### config.mk
export PLATFORM = sky130hd
export DESIGN_NAME = fixed_width_decimal_formatter
export DESIGN_NICKNAME = d
export VERILOG_FILES = /design/src/fwdf_pkg.sv /design/src/fixed_width_decimal_formatter.sv /design/src/fwdf_div10.sv /design/src/fwdf_cell.sv
export SDC_FILE = /design/constraint.sdc
export NUM_CORES = 1
export LEC_CHECK = 0
export BUFFER_PORTS_ARGS = -buffer_cell sky130_fd_sc_hd__buf_2
export CAP_MARGIN = 10
export CORE_UTILIZATION = 35
export DETAILED_ROUTE_END_ITERATION = 8
export HOLD_SLACK_MARGIN = 0.1
export PLACE_DENSITY = 0.51
export SYNTH_ARGS = -nofsm -noshare
export SYNTH_HDL_FRONTEND = slang
export SYNTH_SLANG_ARGS = --single-unit
### constraint.sdc
create_clock -name clk_i -period 6.75 [get_ports clk_i]
set_clock_uncertainty 0.05 [all_clocks]
set_input_delay 0 -clock clk_i [delete_from_list [all_inputs] [get_ports clk_i]]
set_output_delay 0 -clock clk_i [all_outputs]
set_load 0.01 [all_outputs]
### src/fwdf_pkg.sv
// ----------------------------------------------------------------------------
// fwdf_pkg
// Shared types and constants for the fixed-width decimal formatter.
// ----------------------------------------------------------------------------
`default_nettype none

package fwdf_pkg;

  // Default number of character cells
  localparam int unsigned MaxDigitsDef = 10;

  // Field widths fixed by the item format
  localparam int unsigned ValueW = 16;
  localparam int unsigned CountW = 4;
  localparam int unsigned CharW  = 7;

  // ASCII codes
  localparam logic [CharW-1:0] ChZero  = 7'h30;
  localparam logic [CharW-1:0] ChBlank = 7'h20;
  localparam logic [CharW-1:0] ChPoint = 7'h2E;

  // Reciprocal of ten, exact for 16-bit dividends: q = (v * DivMul) >> DivShift
  localparam logic [ValueW-1:0] DivMul   = 16'hCCCD;
  localparam int unsigned       DivShift = 19;

  // Input item
  typedef struct packed {
    logic [ValueW-1:0] value;
    logic [CountW-1:0] digit_count;
    logic [CountW-1:0] decimal_places;
  } fwdf_in_item_t;

  // Result item
  typedef struct packed {
    logic [CountW-1:0] position;
    logic [CharW-1:0]  character;
    logic              last;
  } fwdf_out_item_t;

  // Stack control handed to every cell
  typedef struct packed {
    logic push;
    logic pop;
  } fwdf_cell_ctrl_t;

  // Sequencer states
  typedef enum logic [2:0] {
    ST_IDLE  = 3'b001,
    ST_BUILD = 3'b010,
    ST_EMIT  = 3'b100
  } fwdf_state_e;

endpackage

`default_nettype wire

### src/fixed_width_decimal_formatter.sv
// The item is accepted in idle; the build pass then fills N cells and the emit
//   pass sends N characters, after which the sequencer returns to idle to take
//   the next item. N is the clamped field width; a zero width yields no output.
// The build pass yields one character per cycle from a single divide-by-ten unit.
// Reset (async, active low) returns the sequencer to idle; cell contents are
//   not cleared and are always rewritten before use.
// ----------------------------------------------------------------------------
// fixed_width_decimal_formatter
// Formats an unsigned value into a fixed-width ASCII field, leftmost first.
// ----------------------------------------------------------------------------
`default_nettype none

module fixed_width_decimal_formatter
  import fwdf_pkg::*;
#(
  parameter int unsigned MAX_DIGITS = MaxDigitsDef
) (
  input  wire logic           clk_i,
  input  wire logic           rst_ni,
  input  wire logic           in_valid_i,
  output logic                in_ready_o,
  input  wire fwdf_in_item_t  in_item_i,
  output logic                out_valid_o,
  input  wire logic           out_ready_i,
  output fwdf_out_item_t      out_item_o
);

  fwdf_state_e       state_q, state_d;
  logic [CountW-1:0] n_q, n_d;
  logic [CountW-1:0] d_q, d_d;
  logic [CountW-1:0] k_q, k_d;
  logic [CountW-1:0] pos_q, pos_d;
  logic [ValueW-1:0] val_q, val_d;
  logic              zero_q, zero_d;

  logic [CountW-1:0] n_clamp;
  logic [ValueW-1:0] quot;
  logic [3:0]        rem;
  logic [CharW-1:0]  new_char;
  logic              use_digit;
  fwdf_cell_ctrl_t   cell_ctrl;
  logic [CharW-1:0]  cell_char [MAX_DIGITS];

  logic in_acc, out_acc, out_last;

  assign in_acc   = in_valid_i && in_ready_o;
  assign out_acc  = out_valid_o && out_ready_i;
  assign out_last = (pos_q == n_q - CountW'(1));

  // width clamp
  always_comb begin
    n_clamp = in_item_i.digit_count;
    if ({1'b0, in_item_i.digit_count} > 5'(MAX_DIGITS)) begin
      n_clamp = CountW'(MAX_DIGITS);
    end
  end

  fwdf_div10 u_div10 (
    .val_i  (val_q),
    .quot_o (quot),
    .rem_o  (rem)
  );

  // character for position k from the right
  always_comb begin
    use_digit = 1'b0;
    if (zero_q) begin
      new_char = (k_q == '0) ? ChZero : ChBlank;
    end else if (d_q != '0 && k_q == d_q) begin
      new_char = ChPoint;
    end else if (val_q != '0) begin
      new_char  = ChZero + CharW'(rem);
      use_digit = 1'b1;
    end else if (d_q != '0 && k_q < d_q && d_q < n_q) begin
      new_char = ChZero;
    end else begin
      new_char = ChBlank;
    end
  end

  // sequencer
  always_comb begin
    state_d = state_q;
    n_d     = n_q;
    d_d     = d_q;
    k_d     = k_q;
    pos_d   = pos_q;
    val_d   = val_q;
    zero_d  = zero_q;
    cell_ctrl.push = 1'b0;
    cell_ctrl.pop  = 1'b0;
    case (state_q)
      ST_IDLE: begin
        if (in_acc) begin
          n_d    = n_clamp;
          d_d    = in_item_i.decimal_places;
          val_d  = in_item_i.value;
          zero_d = (in_item_i.value == '0);
          k_d    = '0;
          if (n_clamp != '0) begin
            state_d = ST_BUILD;
          end
        end
      end
      ST_BUILD: begin
        cell_ctrl.push = 1'b1;
        if (use_digit) begin
          val_d = quot;
        end
        k_d = k_q + CountW'(1);
        if (k_q == n_q - CountW'(1)) begin
          pos_d   = '0;
          state_d = ST_EMIT;
        end
      end
      ST_EMIT: begin
        if (out_acc) begin
          cell_ctrl.pop = 1'b1;
          pos_d = pos_q + CountW'(1);
          if (out_last) begin
            state_d = ST_IDLE;
          end
        end
      end
      default: begin
        state_d = ST_IDLE;
      end
    endcase
  end

  always_ff @(posedge clk_i or negedge rst_ni) begin
    if (!rst_ni) begin
      state_q <= ST_IDLE;
    end else begin
      state_q <= state_d;
    end
  end

  always_ff @(posedge clk_i) begin
    n_q    <= n_d;
    d_q    <= d_d;
    k_q    <= k_d;
    pos_q  <= pos_d;
    val_q  <= val_d;
    zero_q <= zero_d;
  end

  // character stack: push at cell 0 while building, pop towards cell 0 on output
  for (genvar i = 0; i < MAX_DIGITS; i++) begin : g_cell
    logic [CharW-1:0] left_c, right_c;
    if (i == 0) begin : g_first
      assign left_c = new_char;
    end else begin : g_mid
      assign left_c = cell_char[i-1];
    end
    if (i == MAX_DIGITS - 1) begin : g_end
      assign right_c = ChBlank;
    end else begin : g_inner
      assign right_c = cell_char[i+1];
    end
    fwdf_cell u_cell (
      .clk_i   (clk_i),
      .ctrl_i  (cell_ctrl),
      .left_i  (left_c),
      .right_i (right_c),
      .char_o  (cell_char[i])
    );
  end

  // ports
  assign in_ready_o           = (state_q == ST_IDLE);
  assign out_valid_o          = (state_q == ST_EMIT);
  assign out_item_o.position  = pos_q;
  assign out_item_o.character = cell_char[0];
  assign out_item_o.last      = out_last;

endmodule

`default_nettype wire

### src/fwdf_div10.sv
// ----------------------------------------------------------------------------
// fwdf_div10
// Divide a 16-bit value by ten: quotient and remainder digit.
// ----------------------------------------------------------------------------
`default_nettype none

module fwdf_div10
  import fwdf_pkg::*;
(
  input  wire logic [ValueW-1:0] val_i,
  output logic      [ValueW-1:0] quot_o,
  output logic      [3:0]        rem_o
);

  logic [2*ValueW-1:0] prod;
  logic [ValueW-1:0]   ten_q;

  // reciprocal multiply, then subtract ten times the quotient
  assign prod   = (2*ValueW)'(val_i) * (2*ValueW)'(DivMul);
  assign quot_o = ValueW'(prod >> DivShift);
  assign ten_q  = {quot_o[ValueW-4:0], 3'b000} + {quot_o[ValueW-2:0], 1'b0};
  assign rem_o  = 4'(val_i - ten_q);

endmodule

`default_nettype wire

### src/fwdf_cell.sv
// ----------------------------------------------------------------------------
// fwdf_cell
// One character cell of the stack: takes from its left neighbour on push,
// from its right neighbour on pop, holds otherwise.
// ----------------------------------------------------------------------------
`default_nettype none

module fwdf_cell
  import fwdf_pkg::*;
(
  input  wire logic             clk_i,
  input  wire fwdf_cell_ctrl_t  ctrl_i,
  input  wire logic [CharW-1:0] left_i,
  input  wire logic [CharW-1:0] right_i,
  output logic      [CharW-1:0] char_o
);

  logic [CharW-1:0] char_q, char_d;

  // neighbour select
  always_comb begin
    char_d = char_q;
    if (ctrl_i.push) begin
      char_d = left_i;
    end else if (ctrl_i.pop) begin
      char_d = right_i;
    end
  end

  always_ff @(posedge clk_i) begin
    char_q <= char_d;
  end

  assign char_o = char_q;

endmodule

`default_nettype wire

==> flow_metrics.tcl <==
set metrics [dict create \
    synth_area_leaders "edfxtp_1 (32%), ha_1 (20%), fa_1 (17%)" \
    clkLatencyLatePin_ns 0.35 \
    synth_edf_count 103 \
    slew_headroom_pct 38.63 \
    die_y_um 167.7 \
    final_util_pct 43.55 \
    worstPathArrival_ns 6.64 \
    routedWlPerCell_um 16.97 \
    cts_buffers 9 \
    yosysTopAreaCell "edfxtp_1" \
    async_flop_share_pct 2.830 \
    worst-path-stages 28 \
    gp_congestion 0.9168 \
    cts_htree_levels 3 \
    worstHoldPathType "in2reg" \
    synth-seq-cells 106 \
    rsz0062_at_grt "true" \
    grt_pass1_wl_mm 38.98 \
    setup_viol 0 \
    critPathMaxFanout 4 \
    crit_path_top_delay_cell "fa_1" \
    rows 60 \
    ys_warn_count 0 \
    cp_common_cell "fa_1" \
    holdPathStages 2 \
    synth_ff_type "edfxtp_1" \
    grt-ovfl-total 0 \
    max_freq_mhz 151.1 \
    firstDrtPassIters 5 \
    final_common_cell "nand2_1" \
    diodes 0 \
    yosysSeqAreaShare_pct 32.99 \
    viasPerCell 4.820 \
    root_buffer "clkbuf_16" \
    grtUsageTotal_pct 18.19 \
    ys_types 53 \
    layout_common_cells "nand2_1 (190), inv_1 (163), ha_1 (128)" \
    antenna_found_initial 0 \
    crit_path_end_kind "flop" \
    syn_area_um2 9605 \
    tightest_slew_ns 0.9205 \
    synth_nets 1202 \
    post-route-period-util_pct 98.04 \
    max-cap-violations 0 \
    vias 6907 \
    grt_pass1_vias 7221 \
    hpwlAfterDp_mm 18.73 \
    core-area_um2 26950 \
    startpoint_type "flop" \
    netlist_instances 942 \
    final_layout_size_suffix_gt1_share_pct 18.41 \
    worstSetupPathType "reg2reg" \
    ant_nets 0 \
    syn_avg_cell_area_um2 10.20 \
    areaGrowthSynthToFinish_pct 22.20 \
    dieArea_um2 28110 \
    crit_buf_inv 5 \
    wl_mm 24.33 \
    cts_tree "yes" \
    drc 0 \
    start_util_pct 35.64 \
    numPortBuffers 41 \
    min_period_ns 6.618 \
    hold_violations 0 \
    clk_pin_slew_ns 0.08 \
    dieWidth_um 167.7 \
    grt_max_degree 71 \
    pin_count 42 \
    status "completed" \
    clockBufferDepth 2 \
    yosysTopAreaCellShare_pct 32.20 \
    required_ns 6.77 \
    crit_family "adder cells" \
    slew_violations 0 \
    drt_first_iter_violations 383 \
    slowest_delay_ns 0.58 \
    cts.sinks 106 \
    final_net_count 1347 \
    reg2reg_depth 28 \
]
## timing repair
item	4_1_cts	5_1_grt
hold endpoints to repair	30	0
endpoints found under the setup margin	1	1
setup buffers	7	19
gates cloned	0	0
gates resized for setup	7	54
pin swaps	8	33
hold buffers	31	0
## metrics by stage
step | area, µm² | setup slack [ns] | TNS, ns | std cells | hold slack, ns
final | 11740 | 0.1323 | 0 | 1433 | 0.3155
after CTS | 11260 | 0.06279 | 0 | 1414 | 0.3075
after global placement | 10590 | 0.06224 | 0 | 1360 | -0.2541
after floorplan | 9605 | 0.1435 | 0 | 942 | -0.3456
after global routing | 11740 | -0.1586 | -0.1586 | 1433 | 0.3243
after detailed placement | 10590 | -0.07213 | -0.07213 | 1360 | -0.2505
## per-layer routing
layer | vias up | share of wire [%] | GRT usage (%)
met5 | - | 0 | 0
met4 | 0 | 1.4 | 3.151
met3 | 21 | 3.2 | 2.765
met2 | 91 | 46 | 29.11
met1 | 3412 | 50 | 26.22
li1 | 3383 | - | -
## flip-flops by register name, summed over array words and instances (netlist names)
name	cells
d_q	4
g_cell.u_cell.char_o	70
k_q	4
n_q	4
pos_q	4
state_q	3
val_q	16
zero_q	1
## Yosys cell counts (all sizes together), types with 6 or more instances
cell and n:
and2 9, ha 152, xor2 14, xnor2 18, inv 178, nand3 6
nor3 6, fa 80, a21o 13, a21oi 13, nor4 7, edfxtp 103
o21ai 24, nor2 23, and3 11, nand2 191, nor3b 6, clkbuf 20
## final cells by class
cell class                      instances  area, µm²
Tap cell                              341      426.7
Sequential cell                       106       3169
Fill cell                            2613      15210
Clock buffer                           10      229.0
Timing Repair Buffer                  155       1165
Multi-Input combinational cell        637       6021
Clock inverter                          6      56.30
Inverter                              178      670.6
## logic make-up (layout without fill, tap and decap cells)
kind of cell               count (synthesis)  in the layout  synth area share, %
AOI/OAI and AO/OA                         92             92                6.813
and+or+nand+nor                          278            278                12.52
buffers and inverters                    199            349                7.816
xor gates and xnor gates                  33             33                3.152
muxes                                      2              2               0.2344
DFF                                      106            106                32.99
adders and majority gates                232            232                36.47
## worst paths after layout
kind                                             from  slack, ns                         end
max reg2reg                                 val_q[10]       0.13  g_cell[0].u_cell.char_o[3]
max                                         val_q[10]       0.13  g_cell[0].u_cell.char_o[3]
max in group asynchronous                      rst_ni       5.93                  state_q[0]
min reg2reg                g_cell[9].u_cell.char_o[2]       0.47  g_cell[8].u_cell.char_o[2]
min                                      in_item_i[0]       0.32                      d_q[0]
min in group asynchronous                      rst_ni       0.50                  state_q[2]
Power is not shown: default switching activity piles up to over one toggle a cycle in this logic, so the estimate is an artifact.
